[src/design/aosl_pkg.sv]
package aosl_pkg;

  localparam int MaxDepth = 8;
  localparam int DepthW = $clog2(MaxDepth + 1);
  localparam int IdxW = $clog2(MaxDepth);
  localparam int MaxKey = 16;

  localparam logic [1:0] CfgKeyLength = 2'd0;
  localparam logic [1:0] CfgKeyHead = 2'd1;
  localparam logic [1:0] CfgKeyTail = 2'd2;
  localparam logic [1:0] CfgCapacity = 2'd3;

  localparam logic [1:0] StFound = 2'd0;
  localparam logic [1:0] StAbsent = 2'd1;
  localparam logic [1:0] StMalformed = 2'd2;
  localparam logic [1:0] StTooDeep = 2'd3;

  localparam logic [7:0] MkNumber = 8'h00;
  localparam logic [7:0] MkBool = 8'h01;
  localparam logic [7:0] MkString = 8'h02;
  localparam logic [7:0] MkObject = 8'h03;
  localparam logic [7:0] MkNull = 8'h05;
  localparam logic [7:0] MkUndef = 8'h06;
  localparam logic [7:0] MkEcma = 8'h08;
  localparam logic [7:0] MkObjEnd = 8'h09;
  localparam logic [7:0] MkStrict = 8'h0A;
  localparam logic [7:0] MkDate = 8'h0B;
  localparam logic [7:0] MkLong = 8'h0C;

  typedef enum logic [4:0] {
    PH_MARK, PH_TKL, PH_TKEY, PH_TEND, PH_FMARK, PH_FLEN, PH_FCOPY,
    PH_VMARK, PH_SKIP, PH_SLEN, PH_LLEN, PH_ACNT, PH_ECMA, PH_PKL,
    PH_PKEY, PH_PEND, PH_DONE, PH_POP, PH_OUT
  } phase_t;

  // Commands from controller to datapath.
  typedef struct packed {
    logic       clear;       // new message
    logic       load_cnt;    // countdown <= value picked by cnt_sel
    logic [2:0] cnt_sel;     // 0:2 1:4 2:8 3:1 4:10 5:gather16 6:gather32
    logic       dec_cnt;
    logic       gather;
    logic       key_start;
    logic       key_step;
    logic       push;
    logic       push_arr;
    logic       pop;
    logic       top_write;   // write decremented count to top frame
    logic       emit_byte;
  } cmd_t;

  typedef struct packed {
    logic        cnt_one;      // countdown equals one
    logic        gat16_zero;   // gathered value with this byte, low 16 bits zero
    logic        gat32_zero;
    logic        key_eq;       // key still equal after this byte
    logic        klen_match;
    logic        depth_zero;
    logic        depth_full;
    logic        top_arr;
    logic        top_last;     // top array count is one
    logic        under_limit;
  } stat_t;

endpackage

[src/design/aosl_ctrl.sv]
module aosl_ctrl (
  input  logic               clk,
  input  logic               rst_n,
  input  logic               byte_v,
  input  logic [7:0]         byte_d,
  input  logic               eob,
  input  logic               out_ready,
  input  aosl_pkg::stat_t    st,
  output aosl_pkg::cmd_t     cmd,
  output logic               busy,
  output logic               res_v,
  output logic               res_kind,
  output logic [1:0]         res_status,
  output logic               res_last
);

  aosl_pkg::phase_t phase_r, phase_nxt;
  aosl_pkg::phase_t after_r, after_nxt;
  logic             eob_r, eob_nxt;
  logic             answered_r, answered_nxt;
  logic [1:0]       stat_r, stat_nxt;

  always_ff @(posedge clk) begin
    if (!rst_n) begin
      phase_r <= aosl_pkg::PH_MARK;
      after_r <= aosl_pkg::PH_MARK;
      eob_r <= 1'b0;
      answered_r <= 1'b0;
      stat_r <= aosl_pkg::StFound;
    end else begin
      phase_r <= phase_nxt;
      after_r <= after_nxt;
      eob_r <= eob_nxt;
      answered_r <= answered_nxt;
      stat_r <= stat_nxt;
    end
  end

  // Input waits while frames pop and while the status beat goes out.
  assign busy = (phase_r == aosl_pkg::PH_POP) || (phase_r == aosl_pkg::PH_OUT);

  always_comb begin
    logic       fin;
    logic [1:0] fst;
    logic       vdone;
    logic       eff;
    fin = 1'b0;
    fst = aosl_pkg::StFound;
    vdone = 1'b0;
    phase_nxt = phase_r;
    after_nxt = after_r;
    eob_nxt = eob_r;
    answered_nxt = answered_r;
    stat_nxt = stat_r;
    cmd = '0;
    res_v = 1'b0;
    res_kind = 1'b0;
    res_status = aosl_pkg::StFound;
    res_last = 1'b0;
    eff = byte_v && !answered_r;
    if (phase_r == aosl_pkg::PH_POP) begin
      // Walk up finished array frames, one per cycle.
      vdone = 1'b1;
    end else if (eff) begin
      case (phase_r)
        aosl_pkg::PH_MARK: begin
          if (byte_d == aosl_pkg::MkObject) begin
            phase_nxt = aosl_pkg::PH_TKL;
            cmd.load_cnt = 1'b1;
            cmd.cnt_sel = 3'd0;
          end else begin
            fin = 1'b1; fst = aosl_pkg::StMalformed;
          end
        end
        aosl_pkg::PH_TKL, aosl_pkg::PH_PKL: begin
          cmd.gather = 1'b1;
          cmd.dec_cnt = 1'b1;
          if (st.cnt_one) begin
            if (st.gat16_zero) begin
              phase_nxt = (phase_r == aosl_pkg::PH_TKL) ? aosl_pkg::PH_TEND
                                                        : aosl_pkg::PH_PEND;
            end else begin
              cmd.load_cnt = 1'b1;
              cmd.cnt_sel = 3'd5;
              cmd.key_start = (phase_r == aosl_pkg::PH_TKL);
              phase_nxt = (phase_r == aosl_pkg::PH_TKL) ? aosl_pkg::PH_TKEY
                                                        : aosl_pkg::PH_PKEY;
            end
          end
        end
        aosl_pkg::PH_TEND: begin
          fin = 1'b1;
          fst = (byte_d == aosl_pkg::MkObjEnd) ? aosl_pkg::StAbsent
                                               : aosl_pkg::StMalformed;
        end
        aosl_pkg::PH_TKEY: begin
          cmd.key_step = 1'b1;
          cmd.dec_cnt = 1'b1;
          if (st.cnt_one)
            phase_nxt = st.key_eq ? aosl_pkg::PH_FMARK : aosl_pkg::PH_VMARK;
        end
        aosl_pkg::PH_FMARK: begin
          if (byte_d == aosl_pkg::MkString) begin
            phase_nxt = aosl_pkg::PH_FLEN;
            cmd.load_cnt = 1'b1;
            cmd.cnt_sel = 3'd0;
          end else begin
            fin = 1'b1; fst = aosl_pkg::StMalformed;
          end
        end
        aosl_pkg::PH_FLEN: begin
          cmd.gather = 1'b1;
          cmd.dec_cnt = 1'b1;
          if (st.cnt_one) begin
            if (st.gat16_zero) begin
              fin = 1'b1; fst = aosl_pkg::StFound;
            end else begin
              cmd.load_cnt = 1'b1;
              cmd.cnt_sel = 3'd5;
              phase_nxt = aosl_pkg::PH_FCOPY;
            end
          end
        end
        aosl_pkg::PH_FCOPY: begin
          cmd.dec_cnt = 1'b1;
          if (st.under_limit) begin
            cmd.emit_byte = 1'b1;
            res_v = 1'b1;
          end
          if (st.cnt_one) begin
            fin = 1'b1; fst = aosl_pkg::StFound;
          end
        end
        aosl_pkg::PH_VMARK: begin
          case (byte_d)
            aosl_pkg::MkNumber: begin
              cmd.load_cnt = 1'b1; cmd.cnt_sel = 3'd2; phase_nxt = aosl_pkg::PH_SKIP;
            end
            aosl_pkg::MkBool: begin
              cmd.load_cnt = 1'b1; cmd.cnt_sel = 3'd3; phase_nxt = aosl_pkg::PH_SKIP;
            end
            aosl_pkg::MkDate: begin
              cmd.load_cnt = 1'b1; cmd.cnt_sel = 3'd4; phase_nxt = aosl_pkg::PH_SKIP;
            end
            aosl_pkg::MkString: begin
              cmd.load_cnt = 1'b1; cmd.cnt_sel = 3'd0; phase_nxt = aosl_pkg::PH_SLEN;
            end
            aosl_pkg::MkLong: begin
              cmd.load_cnt = 1'b1; cmd.cnt_sel = 3'd1; phase_nxt = aosl_pkg::PH_LLEN;
            end
            aosl_pkg::MkStrict: begin
              cmd.load_cnt = 1'b1; cmd.cnt_sel = 3'd1; phase_nxt = aosl_pkg::PH_ACNT;
            end
            aosl_pkg::MkEcma: begin
              cmd.load_cnt = 1'b1; cmd.cnt_sel = 3'd1; phase_nxt = aosl_pkg::PH_ECMA;
            end
            aosl_pkg::MkObject: begin
              if (st.depth_full) begin
                fin = 1'b1; fst = aosl_pkg::StTooDeep;
              end else begin
                cmd.push = 1'b1;
                cmd.load_cnt = 1'b1; cmd.cnt_sel = 3'd0;
                phase_nxt = aosl_pkg::PH_PKL;
              end
            end
            aosl_pkg::MkNull, aosl_pkg::MkUndef: vdone = 1'b1;
            default: begin
              fin = 1'b1; fst = aosl_pkg::StMalformed;
            end
          endcase
        end
        aosl_pkg::PH_SKIP, aosl_pkg::PH_PKEY: begin
          cmd.dec_cnt = 1'b1;
          if (st.cnt_one) begin
            if (phase_r == aosl_pkg::PH_SKIP) vdone = 1'b1;
            else phase_nxt = aosl_pkg::PH_VMARK;
          end
        end
        aosl_pkg::PH_SLEN, aosl_pkg::PH_LLEN: begin
          cmd.gather = 1'b1;
          cmd.dec_cnt = 1'b1;
          if (st.cnt_one) begin
            if ((phase_r == aosl_pkg::PH_SLEN) ? st.gat16_zero : st.gat32_zero) begin
              vdone = 1'b1;
            end else begin
              cmd.load_cnt = 1'b1;
              cmd.cnt_sel = 3'd6;
              phase_nxt = aosl_pkg::PH_SKIP;
            end
          end
        end
        aosl_pkg::PH_ACNT: begin
          cmd.gather = 1'b1;
          cmd.dec_cnt = 1'b1;
          if (st.cnt_one) begin
            if (st.gat32_zero) begin
              vdone = 1'b1;
            end else if (st.depth_full) begin
              fin = 1'b1; fst = aosl_pkg::StTooDeep;
            end else begin
              cmd.push = 1'b1;
              cmd.push_arr = 1'b1;
              phase_nxt = aosl_pkg::PH_VMARK;
            end
          end
        end
        aosl_pkg::PH_ECMA: begin
          cmd.dec_cnt = 1'b1;
          if (st.cnt_one) begin
            if (st.depth_full) begin
              fin = 1'b1; fst = aosl_pkg::StTooDeep;
            end else begin
              cmd.push = 1'b1;
              cmd.load_cnt = 1'b1; cmd.cnt_sel = 3'd0;
              phase_nxt = aosl_pkg::PH_PKL;
            end
          end
        end
        aosl_pkg::PH_PEND: begin
          if (byte_d == aosl_pkg::MkObjEnd && !st.depth_zero) begin
            cmd.pop = 1'b1;
            phase_nxt = aosl_pkg::PH_POP;
          end else begin
            fin = 1'b1; fst = aosl_pkg::StMalformed;
          end
        end
        default: ;
      endcase
    end

    // Value finished: decide where the parse continues.
    if (vdone && !fin) begin
      if (st.depth_zero) begin
        cmd.load_cnt = 1'b1; cmd.cnt_sel = 3'd0;
        phase_nxt = aosl_pkg::PH_TKL;
      end else if (st.top_arr) begin
        if (st.top_last) begin
          cmd.pop = 1'b1;
          phase_nxt = aosl_pkg::PH_POP;
        end else begin
          cmd.top_write = 1'b1;
          phase_nxt = aosl_pkg::PH_VMARK;
        end
      end else begin
        cmd.load_cnt = 1'b1; cmd.cnt_sel = 3'd0;
        phase_nxt = aosl_pkg::PH_PKL;
      end
    end

    // A pop stalls input; an end of buffer that came with the byte starting the pop is held.
    if (phase_r == aosl_pkg::PH_POP) begin
      if (eob_r && phase_nxt != aosl_pkg::PH_POP) begin
        fin = !answered_r;
        fst = aosl_pkg::StMalformed;
        eob_nxt = 1'b0;
      end
    end else if (eob && phase_nxt == aosl_pkg::PH_POP) begin
      eob_nxt = 1'b1;
    end

    if (fin) begin
      // Status goes out from PH_OUT, after any final value byte.
      stat_nxt = fst;
      answered_nxt = 1'b1;
      phase_nxt = aosl_pkg::PH_OUT;
      after_nxt = aosl_pkg::PH_DONE;
    end

    // The status waits here until the output register is free.
    if (phase_r == aosl_pkg::PH_OUT && out_ready) begin
      res_v = 1'b1;
      res_kind = 1'b1;
      res_status = stat_r;
      res_last = 1'b1;
      phase_nxt = after_r;
      if (after_r == aosl_pkg::PH_MARK) begin
        answered_nxt = 1'b0;
        cmd.clear = 1'b1;
      end
    end

    if (eob && phase_r != aosl_pkg::PH_POP && phase_nxt != aosl_pkg::PH_POP) begin
      if (!answered_r && !fin) begin
        stat_nxt = aosl_pkg::StMalformed;
        phase_nxt = aosl_pkg::PH_OUT;
      end
      if (phase_nxt == aosl_pkg::PH_OUT) begin
        answered_nxt = 1'b1;
        after_nxt = aosl_pkg::PH_MARK;
      end else begin
        phase_nxt = aosl_pkg::PH_MARK;
        answered_nxt = 1'b0;
        cmd.clear = 1'b1;
      end
    end else if (phase_r == aosl_pkg::PH_POP && eob_r && fin) begin
      after_nxt = aosl_pkg::PH_MARK;
    end
  end

endmodule

[src/design/aosl_dp.sv]
module aosl_dp (
  input  logic                 clk,
  input  logic                 rst_n,
  input  aosl_pkg::cmd_t       cmd,
  input  logic [7:0]           byte_d,
  input  logic [4:0]           key_length,
  input  logic [63:0]          key_head,
  input  logic [63:0]          key_tail,
  input  logic [16:0]          out_capacity,
  output aosl_pkg::stat_t      st,
  output logic [15:0]          copied
);

  logic [31:0]                 cnt_r;
  logic [31:0]                 gat_r;
  logic [3:0]                  kpos_r;
  logic                        keq_r;
  logic [aosl_pkg::DepthW-1:0] depth_r;
  logic [15:0]                 emitted_r;
  logic [32:0]                 stack_r [aosl_pkg::MaxDepth];
  logic [31:0]                 gat_nxt;
  logic [7:0]                  kbyte;
  logic [32:0]                 top;
  logic [aosl_pkg::IdxW-1:0]   top_idx;
  logic [16:0]                 limit;

  assign gat_nxt = {gat_r[23:0], byte_d};
  assign kbyte = kpos_r[3] ? key_tail[8'(63 - 8 * kpos_r[2:0]) -: 8]
                           : key_head[8'(63 - 8 * kpos_r[2:0]) -: 8];
  assign top_idx = aosl_pkg::IdxW'(depth_r - 1'b1);
  assign top = stack_r[top_idx];
  assign limit = (out_capacity == 17'd0) ? 17'd0 : out_capacity - 17'd1;

  assign st.cnt_one = (cnt_r == 32'd1);
  assign st.gat16_zero = (gat_nxt[15:0] == 16'd0);
  assign st.gat32_zero = (gat_nxt == 32'd0);
  assign st.key_eq = keq_r && (kbyte == byte_d);
  assign st.klen_match = keq_r;
  assign st.depth_zero = (depth_r == '0);
  assign st.depth_full = (depth_r == aosl_pkg::DepthW'(aosl_pkg::MaxDepth));
  assign st.top_arr = top[32];
  assign st.top_last = (top[31:0] == 32'd1);
  assign st.under_limit = ({1'b0, emitted_r} < limit);
  assign copied = emitted_r;

  always_ff @(posedge clk) begin
    if (!rst_n) begin
      cnt_r <= '0;
      gat_r <= '0;
      kpos_r <= '0;
      keq_r <= 1'b0;
      depth_r <= '0;
      emitted_r <= '0;
    end else if (cmd.clear) begin
      cnt_r <= '0;
      gat_r <= '0;
      kpos_r <= '0;
      keq_r <= 1'b0;
      depth_r <= '0;
      emitted_r <= '0;
    end else begin
      if (cmd.gather) gat_r <= gat_nxt;
      if (cmd.load_cnt) begin
        gat_r <= '0;
        case (cmd.cnt_sel)
          3'd0: cnt_r <= 32'd2;
          3'd1: cnt_r <= 32'd4;
          3'd2: cnt_r <= 32'd8;
          3'd3: cnt_r <= 32'd1;
          3'd4: cnt_r <= 32'd10;
          3'd5: cnt_r <= {16'd0, gat_nxt[15:0]};
          3'd6: cnt_r <= gat_nxt;
          default: cnt_r <= 32'd2;
        endcase
      end else if (cmd.dec_cnt) begin
        cnt_r <= cnt_r - 32'd1;
      end
      if (cmd.key_start) begin
        kpos_r <= '0;
        keq_r <= (key_length >= 5'd1) && (key_length <= 5'(aosl_pkg::MaxKey)) &&
                 (gat_nxt[15:0] == {11'd0, key_length});
      end else if (cmd.key_step) begin
        kpos_r <= kpos_r + 4'd1;
        keq_r <= st.key_eq;
      end
      if (cmd.push) depth_r <= depth_r + 1'b1;
      else if (cmd.pop) depth_r <= depth_r - 1'b1;
      if (cmd.emit_byte) emitted_r <= emitted_r + 16'd1;
    end
  end

  always_ff @(posedge clk) begin
    if (cmd.push)
      stack_r[aosl_pkg::IdxW'(depth_r)] <= {cmd.push_arr, cmd.push_arr ? gat_nxt : 32'd0};
    else if (cmd.top_write)
      stack_r[top_idx] <= {1'b1, top[31:0] - 32'd1};
  end

endmodule

[src/design/amf0_object_string_lookup_unit.sv]
// Channel  Dir  tdata                                  tuser / tlast
// in_      in   [7:0] data_byte, [8] byte_present      tlast = end_of_buffer
// out_     out  [7:0] value_byte, [9:8] lookup_status, tuser = item_kind,
//               [25:10] copied_count                   tlast = last
// cfg_     in   index 0..3, data 64 bits
// One input beat per cycle while input is not held off. Closing a nested
// frame pops the stack one frame per cycle, and input is held off while
// frames pop. The status beat follows the deciding beat, and input waits
// until it has gone out. Reset is synchronous, active low; the output
// register stalls input when full.
module amf0_object_string_lookup_unit (
  input  logic        clk,
  input  logic        rst_n,
  input  logic        in_tvalid,
  output logic        in_tready,
  input  logic [15:0] in_tdata,   // data_byte, byte_present
  input  logic        in_tlast,
  output logic        out_tvalid,
  input  logic        out_tready,
  output logic [31:0] out_tdata,  // value_byte, lookup_status, copied_count
  output logic        out_tuser,  // item_kind
  output logic        out_tlast,
  input  logic        cfg_we,
  input  logic [1:0]  cfg_index,
  input  logic [63:0] cfg_data
);

  logic [4:0]      key_length_r;
  logic [63:0]     key_head_r, key_tail_r;
  logic [16:0]     capacity_r;
  aosl_pkg::cmd_t  cmd, cmd_g;
  aosl_pkg::stat_t st;
  logic            busy, res_v, res_kind, res_last;
  logic [1:0]      res_status;
  logic [15:0]     copied;
  logic            take, step;
  logic            ov_r;
  logic [31:0]     od_r;
  logic            ok_r, ol_r;

  always_ff @(posedge clk) begin
    if (!rst_n) begin
      key_length_r <= 5'd1;
      key_head_r <= '0;
      key_tail_r <= '0;
      capacity_r <= 17'd256;
    end else if (cfg_we) begin
      case (cfg_index)
        aosl_pkg::CfgKeyLength: key_length_r <= cfg_data[4:0];
        aosl_pkg::CfgKeyHead:   key_head_r <= cfg_data;
        aosl_pkg::CfgKeyTail:   key_tail_r <= cfg_data;
        aosl_pkg::CfgCapacity:  capacity_r <= cfg_data[16:0];
        default: ;
      endcase
    end
  end

  // Advance only when the output register can take any result.
  assign step = !ov_r || out_tready;
  assign in_tready = step && !busy;
  assign take = in_tvalid && in_tready;

  aosl_ctrl u_ctrl (
    .clk, .rst_n,
    .byte_v(take && in_tdata[8]),
    .byte_d(in_tdata[7:0]),
    .eob(take && in_tlast),
    .out_ready(step),
    .st, .cmd,
    .busy,
    .res_v, .res_kind, .res_status, .res_last
  );

  assign cmd_g = cmd;

  aosl_dp u_dp (
    .clk, .rst_n,
    .cmd(cmd_g),
    .byte_d(in_tdata[7:0]),
    .key_length(key_length_r),
    .key_head(key_head_r),
    .key_tail(key_tail_r),
    .out_capacity(capacity_r),
    .st, .copied
  );

  always_ff @(posedge clk) begin
    if (!rst_n) begin
      ov_r <= 1'b0;
    end else if (step) begin
      ov_r <= res_v;
    end
  end

  always_ff @(posedge clk) begin
    if (step && res_v) begin
      od_r <= res_kind ? {6'd0, copied, res_status, 8'd0} : {24'd0, in_tdata[7:0]};
      ok_r <= res_kind;
      ol_r <= res_last;
    end
  end

  assign out_tvalid = ov_r;
  assign out_tdata = od_r;
  assign out_tuser = ok_r;
  assign out_tlast = ol_r;

endmodule

[config.mk]
export PLATFORM = sky130hd
export DESIGN_NAME = amf0_object_string_lookup_unit
export DESIGN_NICKNAME = d
export VERILOG_FILES = /design/src/design/aosl_pkg.sv /design/src/design/aosl_ctrl.sv /design/src/design/aosl_dp.sv /design/src/design/amf0_object_string_lookup_unit.sv
export SDC_FILE = /design/constraint.sdc
export NUM_CORES = 1
export LEC_CHECK = 0
export BUFFER_PORTS_ARGS = -buffer_cell sky130_fd_sc_hd__buf_2
export CORE_UTILIZATION = 47
export CTS_CLUSTER_DIAMETER = 200
export DETAILED_ROUTE_END_ITERATION = 6
export GPL_ROUTABILITY_DRIVEN = 0
export PLACE_DENSITY = 0.67
export SLEW_MARGIN = 20
export SYNTH_ARGS = -nofsm -noshare
export SYNTH_HDL_FRONTEND = slang
export SYNTH_SLANG_ARGS = --single-unit
[constraint.sdc]
create_clock -name clk -period 7.9 [get_ports clk]
set_input_delay 0 -clock clk [delete_from_list [all_inputs] [get_ports clk]]
set_output_delay 0 -clock clk [all_outputs]
set_load 0.1 [all_outputs]
==> reports/qor.txt <==
#FFs+latches synth -> 537
CP max FO -> 74
Yosys Warn Count -> 0
P_leak -> 9.99 nW
Final instance area -> 30,100 um^2
Area of the mapped netlist -> 26,300 um^2
Initial antenna violation count -> 4
CORE AREA -> 55,200 um^2
Number of buffers created by CTS -> 55
Largest net degree at the start of global routing -> 131
Clock latency on the worst-skew pair -> 0.63 ns
Post-synth ARST share -> 0%
DP Wirelength -> 44,200 um
GRT overflow -> 0
Worst Setup Start Kind -> flop
Crit end category -> flop
CTS tree -> yes
P&R area growth vs syn -> 14.5%
Gr usage total -> 23.9%
Final setup TNS -> 0 ns
I/O Pins -> 124
Worst-Margin Slew -> 1.15 ns
Crit path time final -> 6.88 ns
Initial Util -> 47.6%
Hold Crit Class -> input port to flop
H-tree depth -> 2
Hold path depth -> 4
Final period utilization -> 87.1%
Final WL -> 67,900 um
CTS Buffer Depth -> 3
PostCTS Resize Cnt -> 0
Clock sink count -> 537
Avg WL per Cell -> 20.3 um
Via count -> 19,480
Worst EP arrival -> 7.18 ns
Max Cap Viol -> 0
Final Slew Violations -> 0
Post-CTS Setup Bufs -> 0
Worst EP required -> 8.20 ns
Seq/Total Area, Yosys -> 52.0%
F_max -> 0.145 GHz
Clock transition at the registers of the reported paths -> 0.06 ns
Std cell rows -> 86
Clock root buffer -> clkbuf_16
Final nets -> 2,666
Drt drc -> 0
Post-synth EDFFs -> 291
Cell Area, Placed -> 27,500 um^2
Avg Inst Size Synth -> 10.8 um^2
Post-synth top flop -> edfxtp_1
Unrepaired setup endpoints after global routing -> false
Pre-antenna DRT Iters -> 6
Worst VDD drop -> 165 uV
Die H -> 238 um
Layout cells sized above 1 -> 15.6%
PwrDens -> 211 nW/um^2
Cells after Synth -> 2,425
Vias in the first global route -> 19,272
Initial DRC count -> 1,908
IO Port Bufs -> 110
Critical path class -> flop to flop
Status -> completed
Die Wd -> 238 um
Via density -> 5.81
Post-synth cell types -> 83
Worst Skew -> 0.0322 ns
First-pass GRT wire length -> 107,000 um
Fin. Hold Viols -> 0
Worst slew margin -> 22.9%
Die ar. -> 56,800 um^2
Setup-failing EPs final -> 0
Final ANT Viol Nets -> 0
R2R depth -> 14
[state kept, by name, summed over array words and instances (netlist names), 4 cells and up, named ones only]
signal          flops
capacity_r         17
key_head_r         64
key_length_r        5
key_tail_r         64
out_tdata          26
u_ctrl.after_r      4
u_ctrl.phase_r      5
u_dp.cnt_r         32
u_dp.copied        16
u_dp.depth_r        4
u_dp.gat_r         24
u_dp.kpos_r         4
u_dp.stack_r      264
[power by group]
group | switching, mW | leakage (nW) | internal [mW] | total [mW]
sequential | 0.0630 | 4.55 | 2.98 | 3.04
clock | 1.10 | 0.856 | 1.47 | 2.57
combinational | 0.470 | 4.58 | 0.252 | 0.722
[cells in the final DEF, fill, tap and decap left out, types with 8 or more instances in the layout]
cell type	count
nor3_2	36
nor2b_1	21
o21ai_0	70
ha_1	24
nand2_1	452
nand3b_1	9
nor3b_1	12
mux2_2	10
a21boi_0	146
or4_1	9
a211oi_1	13
buf_4	39
nor4_1	40
inv_1	19
xnor2_1	58
or2_2	12
o21a_1	8
mux2i_1	92
buf_2	109
and3_1	9
a22oi_1	24
or3_1	12
and2_1	31
nand2b_1	22
nand4_1	14
a2111oi_0	20
nor2_1	156
xor2_1	40
dlygate4sd3_1	76
a31oi_1	12
dfxtp_1	244
nor3_1	66
edfxtp_1	291
nand3_1	25
clkbuf_1	15
clkinv_1	10
clkbuf_16	55
mux4_2	86
a21oi_1	57
[final timing paths]
| kind | slack [ns] | start | endpoint |
|---|---|---|---|
| min reg2reg | 0.46 | key_tail_r[35]$_SDFFE_PN0P_ | key_tail_r[35]$_SDFFE_PN0P_ |
| max reg2reg | 1.02 | u_dp.depth_r[0]$_SDFFE_PP0P_ | u_dp.stack_r[4][31]$_DFFE_PP_ |
| max | 1.02 | u_dp.depth_r[0]$_SDFFE_PP0P_ | u_dp.stack_r[4][31]$_DFFE_PP_ |
| min | 0.04 | in_tvalid | u_ctrl.answered_r$_SDFF_PN0_ |
[layer usage]
metal / part of all wire, % / up-vias / track usage (%)
met4: 2.8 / 0 / 7.40
met1: 43 / 9512 / 31.7
li1: - / 9116 / -
met5: 0 / - / 0
met2: 48 / 689 / 40.1
met3: 6.1 / 163 / 3.79
[critical path, stage by stage (launching register included)]
cell and delay (ns):
dfxtp_2 0.31, buf_4 0.20, inv_1 0.10, buf_4 0.49
ha_4 0.77, a2111oi_0 0.24, nor4_1 0.71, nand3_1 0.32
or4_1 0.76, nor4b_1 0.73, nand3_1 0.22, nor3_1 0.66
nand3_1 0.23, xnor2_1 0.17, o21ai_0 0.58
[kinds of logic after synthesis]
kind of cell    share of synthesized area, %
mux                                     11.5
fa+ha+maj                               1.19
buf+inv                                 2.99
simple gates                            17.5
other cells                           0.0143
xor+xnor                                3.36
flops                                   52.0
compound gates                          11.4
[stage by stage]
step	power (mW)	util (%)	setup WS, ns	instances	hold WS [ns]
2_1_floorplan	3.62	-	0.561	2430	0.124
3_3_place_gp	3.76	49.8	1.34	3167	0.264
3_5_place_dp	3.78	49.9	1.12	3167	0.273
4_1_cts	6.36	54.4	1.05	3345	0.00347
5_1_grt	6.55	54.5	0.605	3349	0.0623
6_report	6.33	54.5	1.02	3351	0.0352
[timing repair]
action / in CTS / in global routing
hold endpoints to repair: 177 / 0
setup endpoints to repair: 0 / 0
hold buffers: 76 / 0
[synth_stat cells, types with 24 or more instances]
| cell type | number | area, um^2 |
|---|---|---|
| mux2i_1 | 92 | 921 |
| ha_1 | 25 | 313 |
| nor3_2 | 35 | 350 |
| dfxtp_1 | 246 | 4920 |
| xor2_1 | 40 | 350 |
| a22oi_1 | 24 | 180 |
| xnor2_1 | 59 | 517 |
| clkbuf_1 | 111 | 417 |
| nor4_1 | 41 | 257 |
| o21ai_0 | 70 | 350 |
| nor2_1 | 165 | 619 |
| and2_1 | 31 | 194 |
| a21boi_0 | 146 | 1100 |
| nor3_1 | 67 | 335 |
| nand3_1 | 25 | 125 |
| nand2_1 | 453 | 1700 |
| mux4_2 | 86 | 1940 |
| a21oi_1 | 59 | 295 |
| edfxtp_1 | 291 | 8740 |
[area by class of cell]
class,instances,area [um^2]
timing repair buffer,226,1650
tap,748,936
inverter,21,78.8
clock buffer,72,1460
antenna,5,12.5
multi-input combinational,1712,12000
sequential,537,13700
clock inverter,30,298
fill,4729,25100
No activity file was read; power rests on OpenSTA's default activity.
